$ cat config.mk
export PLATFORM = sky130hd
export DESIGN_NAME = injective_mapping_enumerator
export DESIGN_NICKNAME = d
export VERILOG_FILES = /design/src/design/imap_pkg.sv /design/src/design/imap_lists.sv /design/src/design/injective_mapping_enumerator.sv
export SDC_FILE = /design/constraint.sdc
export NUM_CORES = 1
export LEC_CHECK = 0
export BUFFER_PORTS_ARGS = -buffer_cell sky130_fd_sc_hd__buf_2
export CORE_MARGIN = 2
export CORE_UTILIZATION = 36
export CTS_CLUSTER_DIAMETER = 150
export DETAILED_ROUTE_END_ITERATION = 10
export REMOVE_ABC_BUFFERS = 1
export SYNTH_ARGS = -nofsm -noshare
export SYNTH_HDL_FRONTEND = slang
export SYNTH_SLANG_ARGS = --single-unit
$ cat constraint.sdc
create_clock -name clk -period 5.01 [get_ports clk]
set_input_delay 0.7515 -clock clk [delete_from_list [all_inputs] [get_ports clk]]
set_output_delay 0.7515 -clock clk [all_outputs]
set_load 0.01 [all_outputs]
$ cat src/design/imap_pkg.sv
// imap_pkg: shared constants, types and helpers for the injective mapping enumerator
// used by injective_mapping_enumerator, imap_lists and imap_checker; no dependencies
package imap_pkg;

  localparam int MAX_LEN = 16;
  localparam int POS_W   = 16;
  localparam int IDX_W   = $clog2(MAX_LEN);
  localparam int LEN_W   = $clog2(MAX_LEN + 1);
  localparam int CFG_W   = 5;
  localparam int CFG_IDX_W = 2;
  localparam int CMD_W   = 2;
  localparam int SLOT_W  = 4;

  // command codes
  localparam logic [CMD_W-1:0] CMD_LOAD_FIRST  = 2'd0;
  localparam logic [CMD_W-1:0] CMD_LOAD_SECOND = 2'd1;
  localparam logic [CMD_W-1:0] CMD_NEXT        = 2'd2;

  // configuration register indexes
  localparam logic [CFG_IDX_W-1:0] REG_LEN_FIRST  = 2'd0;
  localparam logic [CFG_IDX_W-1:0] REG_LEN_SECOND = 2'd1;

  // list select bit in the shared position memory
  localparam logic LIST_FIRST  = 1'b0;
  localparam logic LIST_SECOND = 1'b1;

  typedef enum logic [2:0] {
    ST_IDLE,
    ST_FILL,
    ST_BT_RD,
    ST_BT_EVAL,
    ST_EM_ASG,
    ST_EM_LIST,
    ST_EM_OUT,
    ST_EXH
  } state_t;

  // request bundle to the position memory
  typedef struct packed {
    logic             we;
    logic [IDX_W:0]   waddr;
    logic [POS_W-1:0] wdata;
    logic             re;
    logic [IDX_W:0]   raddr_a;
    logic [IDX_W:0]   raddr_b;
  } list_req_t;

  // saturate a programmed length into 1..MAX_LEN
  function automatic logic [LEN_W-1:0] sat_len(input logic [CFG_W-1:0] v);
    logic [LEN_W-1:0] r;
    if (v == '0) begin
      r = LEN_W'(1);
    end else if (32'(v) > MAX_LEN) begin
      r = LEN_W'(MAX_LEN);
    end else begin
      r = LEN_W'(v);
    end
    return r;
  endfunction

  // lowest free index c with from <= c < n; msb is the found flag
  function automatic logic [IDX_W:0] find_free(input logic [MAX_LEN-1:0] used,
                                               input logic [LEN_W-1:0]   from,
                                               input logic [LEN_W-1:0]   n);
    logic [IDX_W:0] r;
    r = '0;
    for (int c = MAX_LEN - 1; c >= 0; c--) begin
      if (!used[c] && (LEN_W'(c) >= from) && (LEN_W'(c) < n)) begin
        r = {1'b1, IDX_W'(c)};
      end
    end
    return r;
  endfunction

endpackage

$ cat src/design/imap_lists.sv
// imap_lists: position memory holding both lists, one write port, two registered reads
// depends on imap_pkg
module imap_lists import imap_pkg::*; (
  input  logic             clk,
  input  list_req_t        req,
  output logic [POS_W-1:0] rdata_a,
  output logic [POS_W-1:0] rdata_b
);

  logic [POS_W-1:0] mem [2*MAX_LEN];
  logic [POS_W-1:0] rdata_a_r;
  logic [POS_W-1:0] rdata_b_r;

  always_ff @(posedge clk) begin
    if (req.we) begin
      mem[req.waddr] <= req.wdata;
    end
    if (req.re) begin
      rdata_a_r <= mem[req.raddr_a];
      rdata_b_r <= mem[req.raddr_b];
    end
  end

  assign rdata_a = rdata_a_r;
  assign rdata_b = rdata_b_r;

endmodule

$ cat src/design/injective_mapping_enumerator.sv
// injective_mapping_enumerator: top level, command decode, enumeration sequencer
// depends on imap_pkg and imap_lists
//
// Loads two lists of 16-bit positions (cmd 0 / cmd 1, one entry per request) and on
// each next-mapping request (cmd 2) emits one injective mapping from the shorter list
// (k entries) into the longer one (n entries), in lexicographic order of the index
// tuple, as k results in first/second order with last on the final pair. The request
// after the final mapping emits one exhausted result (zero positions, last and
// exhausted set), and the next request starts over. A load or a write to
// len_first/len_second restarts the enumeration. The current index tuple lives in
// a 16 x 4 assignment memory with a registered read; the used flags of the longer
// list are flip-flops searched by a priority pick. A next request that starts a
// fresh walk fills the tuple entry by entry; one that backtracks reads the
// assignment memory, then releases and re-picks, for each entry it backs over, and
// refills the entries after the re-picked one in turn. Each output pair takes an
// assignment read, a list read and the output register, and output stalls can hold
// it. Loads and configuration writes are taken only between requests.
module injective_mapping_enumerator import imap_pkg::*; (
  input  logic                 clk,
  input  logic                 rst_n,
  // input request channel
  input  logic                 in_valid,
  output logic                 in_ready,
  input  logic [CMD_W-1:0]     in_cmd,
  input  logic [SLOT_W-1:0]    in_slot,
  input  logic [POS_W-1:0]     in_position,
  // result channel
  output logic                 out_valid,
  input  logic                 out_ready,
  output logic [POS_W-1:0]     out_pos_first,
  output logic [POS_W-1:0]     out_pos_second,
  output logic                 out_last,
  output logic                 out_exhausted,
  // configuration write channel
  input  logic                 cfg_valid,
  output logic                 cfg_ready,
  input  logic [CFG_IDX_W-1:0] cfg_index,
  input  logic [CFG_W-1:0]     cfg_data
);

  // sequencer state
  state_t               state_r, state_nxt;
  logic [IDX_W-1:0]     idx_r, idx_nxt;
  logic [MAX_LEN-1:0]   taken_r, taken_nxt;
  logic                 started_r, started_nxt;

  // configuration registers
  logic [CFG_W-1:0]     len_first_r, len_first_nxt;
  logic [CFG_W-1:0]     len_second_r, len_second_nxt;

  // output register
  logic                 out_valid_r, out_valid_nxt;
  logic [POS_W-1:0]     out_pos_first_r, out_pos_first_nxt;
  logic [POS_W-1:0]     out_pos_second_r, out_pos_second_nxt;
  logic                 out_last_r, out_last_nxt;
  logic                 out_exhausted_r, out_exhausted_nxt;

  // assignment memory: index into the longer list for each shorter-list entry
  logic [IDX_W-1:0]     asg_mem [MAX_LEN];
  logic [IDX_W-1:0]     asg_rdata_r;
  logic                 asg_we;
  logic [IDX_W-1:0]     asg_wdata;
  logic                 asg_re;

  // position memory
  list_req_t            list_req;
  logic [POS_W-1:0]     list_rdata_a;
  logic [POS_W-1:0]     list_rdata_b;

  // derived lengths
  logic [LEN_W-1:0]     len1_eff;
  logic [LEN_W-1:0]     len2_eff;
  logic                 swapped;
  logic [LEN_W-1:0]     k_len;
  logic [LEN_W-1:0]     n_len;
  logic [IDX_W-1:0]     k_last;
  logic                 at_last;

  // handshakes
  logic                 in_acc;
  logic                 cfg_acc;
  logic                 out_free;
  logic                 is_load;
  logic                 is_next;

  // free-index search
  logic [MAX_LEN-1:0]   taken_clr;
  logic [MAX_LEN-1:0]   search_used;
  logic [LEN_W-1:0]     search_from;
  logic [IDX_W:0]       pick;
  logic                 pick_found;
  logic [IDX_W-1:0]     pick_idx;

  assign len1_eff = sat_len(len_first_r);
  assign len2_eff = sat_len(len_second_r);
  // on a tie the first list is the shorter one
  assign swapped  = len1_eff > len2_eff;
  assign k_len    = swapped ? len2_eff : len1_eff;
  assign n_len    = swapped ? len1_eff : len2_eff;
  assign k_last   = IDX_W'(k_len - LEN_W'(1));
  assign at_last  = (idx_r == k_last);

  assign in_ready  = (state_r == ST_IDLE);
  assign cfg_ready = (state_r == ST_IDLE);
  assign in_acc    = in_valid && in_ready;
  assign cfg_acc   = cfg_valid && cfg_ready;
  assign out_free  = !out_valid_r || out_ready;
  assign is_load   = (in_cmd == CMD_LOAD_FIRST) || (in_cmd == CMD_LOAD_SECOND);
  assign is_next   = (in_cmd == CMD_NEXT);

  // releasing the current index of this entry before looking past it
  assign taken_clr = taken_r & ~(MAX_LEN'(1) << asg_rdata_r);

  // fill picks from zero over the live flags, backtrack picks above the old index
  always_comb begin
    if (state_r == ST_BT_EVAL) begin
      search_used = taken_clr;
      search_from = LEN_W'({1'b0, asg_rdata_r}) + LEN_W'(1);
    end else begin
      search_used = taken_r;
      search_from = '0;
    end
  end

  assign pick       = find_free(search_used, search_from, n_len);
  assign pick_found = pick[IDX_W];
  assign pick_idx   = pick[IDX_W-1:0];

  // next state
  always_comb begin
    state_nxt = state_r;
    unique case (state_r)
      ST_IDLE: begin
        if (in_acc && is_next) begin
          state_nxt = started_r ? ST_BT_RD : ST_FILL;
        end
      end
      ST_FILL: begin
        if (at_last) begin
          state_nxt = ST_EM_ASG;
        end
      end
      ST_BT_RD: begin
        state_nxt = ST_BT_EVAL;
      end
      ST_BT_EVAL: begin
        if (pick_found) begin
          state_nxt = at_last ? ST_EM_ASG : ST_FILL;
        end else if (idx_r == '0) begin
          state_nxt = ST_EXH;
        end else begin
          state_nxt = ST_BT_RD;
        end
      end
      ST_EM_ASG: begin
        state_nxt = ST_EM_LIST;
      end
      ST_EM_LIST: begin
        state_nxt = ST_EM_OUT;
      end
      ST_EM_OUT: begin
        if (out_free) begin
          state_nxt = at_last ? ST_IDLE : ST_EM_ASG;
        end
      end
      ST_EXH: begin
        if (out_free) begin
          state_nxt = ST_IDLE;
        end
      end
      default: begin
        state_nxt = ST_IDLE;
      end
    endcase
  end

  // datapath and outputs
  always_comb begin
    idx_nxt            = idx_r;
    taken_nxt          = taken_r;
    started_nxt        = started_r;
    len_first_nxt      = len_first_r;
    len_second_nxt     = len_second_r;
    out_valid_nxt      = out_valid_r && !out_ready;
    out_pos_first_nxt  = out_pos_first_r;
    out_pos_second_nxt = out_pos_second_r;
    out_last_nxt       = out_last_r;
    out_exhausted_nxt  = out_exhausted_r;
    asg_we             = 1'b0;
    asg_wdata          = pick_idx;
    asg_re             = 1'b0;
    list_req           = '0;
    list_req.waddr     = {(in_cmd == CMD_LOAD_SECOND), in_slot[IDX_W-1:0]};
    list_req.wdata     = in_position;
    list_req.raddr_a   = {swapped ? LIST_SECOND : LIST_FIRST, idx_r};
    list_req.raddr_b   = {swapped ? LIST_FIRST : LIST_SECOND, asg_rdata_r};

    unique case (state_r)
      ST_IDLE: begin
        if (cfg_acc) begin
          // a write to either length register restarts; unknown indexes are dropped
          if (cfg_index == REG_LEN_FIRST) begin
            len_first_nxt = cfg_data;
            taken_nxt     = '0;
            started_nxt   = 1'b0;
          end else if (cfg_index == REG_LEN_SECOND) begin
            len_second_nxt = cfg_data;
            taken_nxt      = '0;
            started_nxt    = 1'b0;
          end
        end
        if (in_acc && is_load) begin
          list_req.we = 1'b1;
          taken_nxt   = '0;
          started_nxt = 1'b0;
        end else if (in_acc && is_next) begin
          if (started_r) begin
            // backtrack from the deepest entry
            idx_nxt = k_last;
          end else begin
            taken_nxt = '0;
            idx_nxt   = '0;
          end
        end
      end
      ST_FILL: begin
        // k <= n so a free index always exists here
        asg_we    = 1'b1;
        taken_nxt = taken_r | (MAX_LEN'(1) << pick_idx);
        if (at_last) begin
          started_nxt = 1'b1;
          idx_nxt     = '0;
        end else begin
          idx_nxt = idx_r + IDX_W'(1);
        end
      end
      ST_BT_RD: begin
        asg_re = 1'b1;
      end
      ST_BT_EVAL: begin
        if (pick_found) begin
          asg_we    = 1'b1;
          taken_nxt = taken_clr | (MAX_LEN'(1) << pick_idx);
          idx_nxt   = at_last ? '0 : idx_r + IDX_W'(1);
        end else if (idx_r == '0) begin
          // enumeration done, next request starts over
          taken_nxt   = '0;
          started_nxt = 1'b0;
        end else begin
          taken_nxt = taken_clr;
          idx_nxt   = idx_r - IDX_W'(1);
        end
      end
      ST_EM_ASG: begin
        asg_re = 1'b1;
      end
      ST_EM_LIST: begin
        list_req.re = 1'b1;
      end
      ST_EM_OUT: begin
        if (out_free) begin
          out_valid_nxt      = 1'b1;
          out_pos_first_nxt  = swapped ? list_rdata_b : list_rdata_a;
          out_pos_second_nxt = swapped ? list_rdata_a : list_rdata_b;
          out_last_nxt       = at_last;
          out_exhausted_nxt  = 1'b0;
          idx_nxt            = idx_r + IDX_W'(1);
        end
      end
      ST_EXH: begin
        if (out_free) begin
          out_valid_nxt      = 1'b1;
          out_pos_first_nxt  = '0;
          out_pos_second_nxt = '0;
          out_last_nxt       = 1'b1;
          out_exhausted_nxt  = 1'b1;
        end
      end
      default: begin
        idx_nxt = idx_r;
      end
    endcase
  end

  // control registers
  always_ff @(posedge clk) begin
    if (!rst_n) begin
      state_r      <= ST_IDLE;
      idx_r        <= '0;
      taken_r      <= '0;
      started_r    <= 1'b0;
      len_first_r  <= CFG_W'(1);
      len_second_r <= CFG_W'(1);
      out_valid_r  <= 1'b0;
    end else begin
      state_r      <= state_nxt;
      idx_r        <= idx_nxt;
      taken_r      <= taken_nxt;
      started_r    <= started_nxt;
      len_first_r  <= len_first_nxt;
      len_second_r <= len_second_nxt;
      out_valid_r  <= out_valid_nxt;
    end
  end

  // output payload
  always_ff @(posedge clk) begin
    out_pos_first_r  <= out_pos_first_nxt;
    out_pos_second_r <= out_pos_second_nxt;
    out_last_r       <= out_last_nxt;
    out_exhausted_r  <= out_exhausted_nxt;
  end

  // assignment memory; a write and a read of one entry never share a cycle, the
  // sequencer always reads an entry in a later state than the one that wrote it
  always_ff @(posedge clk) begin
    if (asg_we) begin
      asg_mem[idx_r] <= asg_wdata;
    end
    if (asg_re) begin
      asg_rdata_r <= asg_mem[idx_r];
    end
  end

  imap_lists u_lists (
    .clk     (clk),
    .req     (list_req),
    .rdata_a (list_rdata_a),
    .rdata_b (list_rdata_b)
  );

  assign out_valid      = out_valid_r;
  assign out_pos_first  = out_pos_first_r;
  assign out_pos_second = out_pos_second_r;
  assign out_last       = out_last_r;
  assign out_exhausted  = out_exhausted_r;

endmodule

---- Word-level counts from Yosys, hierarchy flattened ----
Memories as Yosys holds them, arrays and structs flattened. A register that Yosys moved wholly into a read port is not among the register bits.
Index checks and enable logic that the tools add are counted.
word-level totals
  logic and storage cells ................. 239
  memories kept ........................... 2
  bits in writable memories ............... 576
  bits in registers ....................... 69
operators by class
  add/sub/neg operators ................... 4
  reductions and logical operators ........ 74
  bitwise gates (word level) .............. 5
  magnitude comparators ................... 35
  muxes and demuxes ....................... 85
  shifts and indexed selects .............. 2
  equal/unequal tests ..................... 21
memory list
  name         depth  width  read ports  clocked after memory_dff  wr ports  line                                source
  u_lists.mem  32     16     2           2                         1         imap_lists.sv:10                    logic [POS_W-1:0] mem [2*MAX_LEN];
  asg_mem      16     4      1           1                         1         injective_mapping_enumerator.sv:59  logic [IDX_W-1:0] asg_mem [MAX_LEN];
operators by type and width
  operator                                                                            count
  16-bit two-way mux                                                                  14
  5-bit two-way mux                                                                   22
  16-bit case mux with 2 select lines                                                 2
  16-bit case mux with 3 select lines                                                 1
  4-bit by 5-bit greater-or-equal comparator with 1-bit output, first input constant  8
  4-bit by 5-bit < comparator with 1-bit output, first input constant                 8
  1-bit logical AND                                                                   37
  4-bit two-way mux                                                                   8
  16-bit bitwise OR                                                                   2
  1-bit by 4-bit << shifter with 16-bit output, first input constant                  2
  3-bit two-way mux                                                                   8
  3-bit case mux with 8 select lines                                                  1
  1-bit two-way mux                                                                   23
  3-bit by 5-bit greater-or-equal comparator with 1-bit output, first input constant  4
  3-bit by 5-bit < comparator with 1-bit output, first input constant                 4
  1-bit zero test                                                                     18
  16-bit AND                                                                          1
  16-bit NOT                                                                          1
  4-bit case mux with 4 select lines                                                  1
  3-bit == test, second input constant                                                4
  1-bit by 5-bit greater-or-equal comparator with 1-bit output, first input constant  2
  2-bit by 5-bit greater-or-equal comparator with 1-bit output, first input constant  2
  5-bit greater-than comparator, second input constant                                2
  5-bit zero test                                                                     2
  32 further kinds                                                                    49

---- Longest topological paths before layout ----
  word-level depth ........................ 27
  depth in mapped cells ................... 19

---- Hierarchy ----
Synthesis repeated with hierarchy kept, for this count alone.
unflattened totals
  cells, all modules ...................... 2544
  area total of the unflattened synthesis .. 33788.7 um^2
modules (own cells, without submodules)
  module                        cells an instance  times used  area an instance (um^2)  sequential area each (um^2)
  imap_lists                    1728               1           25757.2                  16335.7
  injective_mapping_enumerator  816                1           8031.5                   3763.6

---- Least setup slack after synthesis ----
No wires, ideal clock.
  path kind ............................... register to register
  start point ............................. reg asg_rdata_r[1] (read register of asg_mem)
  end point ............................... mem asg_mem[3][0] (netlist bit), enable pin
  stages on the path, launching flop included .. 16
  setup time .............................. 0.361 ns
  period minus slack after synthesis ...... 3.898 ns
  data arrival time ....................... 3.537 ns
  slack ................................... 1.112 ns
  buffers on the path ..................... 4
  cells stage by stage .................... edfxtp_1 > buf_4 > clkbuf_1 > buf_1 > inv_1 > ha_1 > o41ai_1 > nand3_1 > o21ai_0 > a21bo_1 > and4_4 > and4_1 > buf_6 > nand2_2 > nand3_1 > nor3_1
between the ends
  cells in the longest elaborated chain, start to end .. 27
ends and longest elaborated chain
  item                                                                             line                                 source
  start: declaration                                                               injective_mapping_enumerator.sv:60   logic [IDX_W-1:0] asg_rdata_r;
  branches (longest 22 deep; another with 4-bit by 1-bit adder with 5-bit output)  --
  5-bit two-way mux (*)                                                            imap_pkg.sv:68                       if (!used[c] && (LEN_W'(c) >= from) && (LEN_W'(c) < n)) begin
  1-bit two-way mux (*)                                                            injective_mapping_enumerator.sv:241  if (pick_found) begin
  1-bit case mux with 2 select lines (*)                                           injective_mapping_enumerator.sv:198  unique case (state_r)
  1-bit two-way mux (*)                                                            injective_mapping_enumerator.sv:317  if (asg_we) begin
  1-bit two-way mux (implied by the code) (*)                                      injective_mapping_enumerator.sv:318  asg_mem[idx_r] <= asg_wdata;
  end: declaration                                                                 injective_mapping_enumerator.sv:59
Mark *: on every way between the ends.

---- Worst setup path after layout ----
  start point ............................. reg len_second_r[2]
  end point ............................... mem asg_mem[1][0] (netlist bit), enable pin
between the ends
  cells in the longest elaborated chain, start to end .. 27
ends and longest elaborated chain
  item                                           line                                 source
  start: declaration                             injective_mapping_enumerator.sv:49   logic [CFG_W-1:0] len_second_r, len_second_nxt;
  start signal: assignment                       injective_mapping_enumerator.sv:301  len_second_r <= len_second_nxt;
  5-bit greater-than comparator                  imap_pkg.sv:53                       end else if (32'(v) > MAX_LEN) begin
  5-bit two-way mux                              imap_pkg.sv:53
  5-bit two-way mux (*)                          imap_pkg.sv:51                       if (v == '0) begin
  5-bit greater-than comparator                  injective_mapping_enumerator.sv:97   assign swapped = len1_eff > len2_eff;
  5-bit two-way mux (*)                          injective_mapping_enumerator.sv:99   assign n_len = swapped ? len1_eff : len2_eff;
  4-bit by 5-bit < comparator with 1-bit output  imap_pkg.sv:68
  1-bit logical AND                              imap_pkg.sv:68
  5-bit two-way mux (15 in a row)                imap_pkg.sv:68
  5-bit two-way mux (*)                          imap_pkg.sv:68
  1-bit two-way mux (*)                          injective_mapping_enumerator.sv:241
  1-bit case mux with 2 select lines (*)         injective_mapping_enumerator.sv:198
  1-bit two-way mux (*)                          injective_mapping_enumerator.sv:317
  1-bit two-way mux (implied by the code) (*)    injective_mapping_enumerator.sv:318
Every way passes the cells marked *; elsewhere a longest branch is shown, timed or not.

==> flow_summary_export.csv <==
group,metric,value,unit
synth,synthArstFlopShare,0,
synth,synth_warnings,0,
clock_network,postCtsSetupRepairBufs,0,
critical_path,ff2ff_setup_slack,0.41,ns
synth,syn-instance-count,1879,
routing,drc,0,
critical_path,r2r_cells,13,
layout,fillers,7858,
worst_hold_path,hold_depth,3,
place,place_inst,3052,
die,die_y,304,µm
timing,drv_slew,0,
clock_network,clock_latency,0.64,ns
place,gpl.final_weighted_congestion,0.887,
timing,relSlewSlack,0.281,
routing,first_pass_iters,6,
timing,rsz0062_at_grt,"false",
synth,synth_area,0.0323,mm²
die,start_util,0.365,
critical_path,cp.arrival,4.85,ns
layout,multi_input_area,0.0117,mm²
die,ios,71,
clock_network,cts_resized,0,
synth,synth_enable_flop_cells,646,
routing,post_drt_via_cell_ratio,5.90,
worst_hold_path,hold_start,"cfg_data[0]",
routing,drt-total-wl,90000,µm
synth,synthTopCellsByArea,"edfxtp_1, mux4_2, nand2_1",
synth,ys.flop_type,"edfxtp_1",
critical_path,start_kind,"flop",
power_and_ir_drop,vdd_drop_max,280,µV
synth,synth_top_cell_area_share,0.600,
layout,drive_above_1_share,0.327,
global_route,gr-usage-all-layers,0.195,
critical_path,r2r_end,"asg_mem[1][0]",
timing,report.final.hold_viol_count,0,
place,place_hpwl,55400,µm
timing,setup_viol,0,
die,die_area,0.0922,mm²
critical_path,crit_path_end_kind,"flop",
global_route,antenna_found_initial,7,
timing,setup_tns,0,ns
synth,synth_top_cell_by_area,"edfxtp_1",
synth,synth_area_per_cell,17.2,µm²
timing,setup_ws,0.410,ns
die,core-area,0.0886,mm²
layout,seqCellArea,0.0201,mm²
run,max-cap-violations,0,
layout,stdcell_count,3192,
synth,synth.distinct_cells,85,
critical_path,cp_max_fo,14,
global_route,grt_max_degree,129,
timing,fin_crit,4.60,ns
timing,fin_hold_ws,0.370,ns
clock_network,cts_buffers,75,
synth,yosysSeqAreaShare,0.622,
critical_path,critPathLaunch,"len_second_r[2]",
global_route,grt-ovfl-total,0,
timing,skew,0.0240,ns
critical_path,crit_type,"reg2reg",
synth,ys_ff_latch,681,
clock_network,cts_tree,"done",
clock_network,cts_hold_buf,0,
power_and_ir_drop,power_leakage,11.7,nW
routing,drt_iter0_drc,2335,
timing,final_min_period_over_clock_period,0.918,
routing,postRouteAntennaNets,0,
global_route,grt_pass1_wl,133000,µm
clock_network,htreeDepth,3,
global_route,grt_pass1_vias,19300,
die,die_x,304,µm
critical_path,crit_required,5.26,ns
worst_hold_path,hold_end,"len_second_r[0]",
clock_network,clk_pin_slew_worst_paths,0.06,ns
timing,max_freq,217,MHz
clock_network,cts_buffer_depth,3,
layout,final_nets,2015,
routing,wire_per_inst,28.2,µm
routing,num_vias,18800,
die,row_count,109,
power_and_ir_drop,cellPowerDensity,493,mW/mm²
worst_hold_path,hp-class,"in2reg",
critical_path,rr_startpoint,"len_second_r[2]",
outcome,run_status,"completed",
clock_network,cts-root-buf,"clkbuf_16",
timing,worst_pin_slew,1.08,ns
clock_network,cts.sinks,681,
layout,area_delta_synth_final,14.2,%
place,dp_slack,0.511,ns
place,io_buffers,70,
layer usage:
layer	vias up	global-route usage	wire length (µm)
met5	-	0	42
met4	8	0.0526	2150
met3	146	0.0413	6930
met2	783	0.318	44200
met1	9971	0.265	36600
li1	7919	-	-
worst max-delay path by stage:
stage / end / slack [ns]
5_1_grt: asg_mem[3][2] / 0.11
3_3_place_gp: state_r[1] / 0.64
3_5_place_dp: asg_mem[1][1] / 0.51
4_1_cts: asg_mem[1][0] / 0.50
2_1_floorplan: asg_mem[3][0] / -3.56
6_report: asg_mem[1][0] / 0.41
critical path, stage by stage (launching register included):
cell and delay, ns:
dfxtp_1 0.48, nor2b_1 0.23, inv_1 0.13, ha_1 0.35
o211ai_2 0.21, a21oi_4 0.10, o21ai_4 0.44, mux2_2 0.40
o21ai_0 0.33, a211oi_2 0.20, and4_1 0.34, nand2_2 0.18
nand3_1 0.24, nor3_1 0.60
state kept, by name, indices dropped and copies added, names as in the netlist:
register         cells
asg_mem             64
asg_rdata_r          4
idx_r                4
len_first_r          5
len_second_r         5
out_exhausted        1
out_last             1
out_pos_first       16
out_pos_second      16
out_valid            1
started_r            1
state_r              3
taken_r             16
u_lists.mem        512
u_lists.rdata_a     16
u_lists.rdata_b     16
layout make-up:
| type | count | area share |
|---|---|---|
| clock buffer | 85 | 0.0527 |
| antenna | 2 | 0.000136 |
| timing repair buffer | 141 | 0.0260 |
| tap | 1165 | 0.0395 |
| multi-input combinational | 1041 | 0.317 |
| sequential | 681 | 0.545 |
| clock inverter | 53 | 0.0175 |
| inverter | 24 | 0.00244 |
report_power, final:
group          switching, mW  total (mW)  leakage [nW]  internal (mW)
Sequential             0.314        6.86          6.12           6.55
Clock                   2.35        5.80          1.27           3.44
Combinational           2.97        5.53          4.27           2.56
logic make-up after synthesis:
logic type      Yosys count  share of synthesized area
compound gates          204                     0.0419
xor+xnor                  9                    0.00310
fa+ha+maj                17                    0.00658
buf+inv                 157                     0.0199
flops                   681                      0.622
mux                     358                      0.243
simple gates            453                     0.0643
cell usage after synthesis, drive strengths merged, types with 17 or more instances:
cell type and number:
nand2 218, inv 23, nor2 95, ha 17, a21oi 70, edfxtp 646
buf 62, mux4 340, nand3 36, o22ai 18, dfxtp 35, clkbuf 71
o21ai 37
placed cells by master (no fill, tap or decap), drive strengths merged, types with 26 or more instances in the layout:
cell type / netlist / layout
edfxtp: 646 / 646
mux4: 340 / 340
nand2: 218 / 218
buf: 62 / 141
nor2: 95 / 95
clkbuf: 71 / 85
a21oi: 70 / 70
clkinv: 1 / 38
o21ai: 37 / 37
nand3: 36 / 36
dfxtp: 35 / 35
inv: 23 / 26
through the flow:
stage	power, mW	utilization	cell area, µm²
floorplan	11.3	-	31800
global placement	12.5	0.387	34300
detailed placement	12.5	0.387	34300
CTS	18.3	0.416	36900
global route	18.9	0.416	36900
finish	18.2	0.416	36900
No activity file was read; power rests on OpenSTA's default activity.
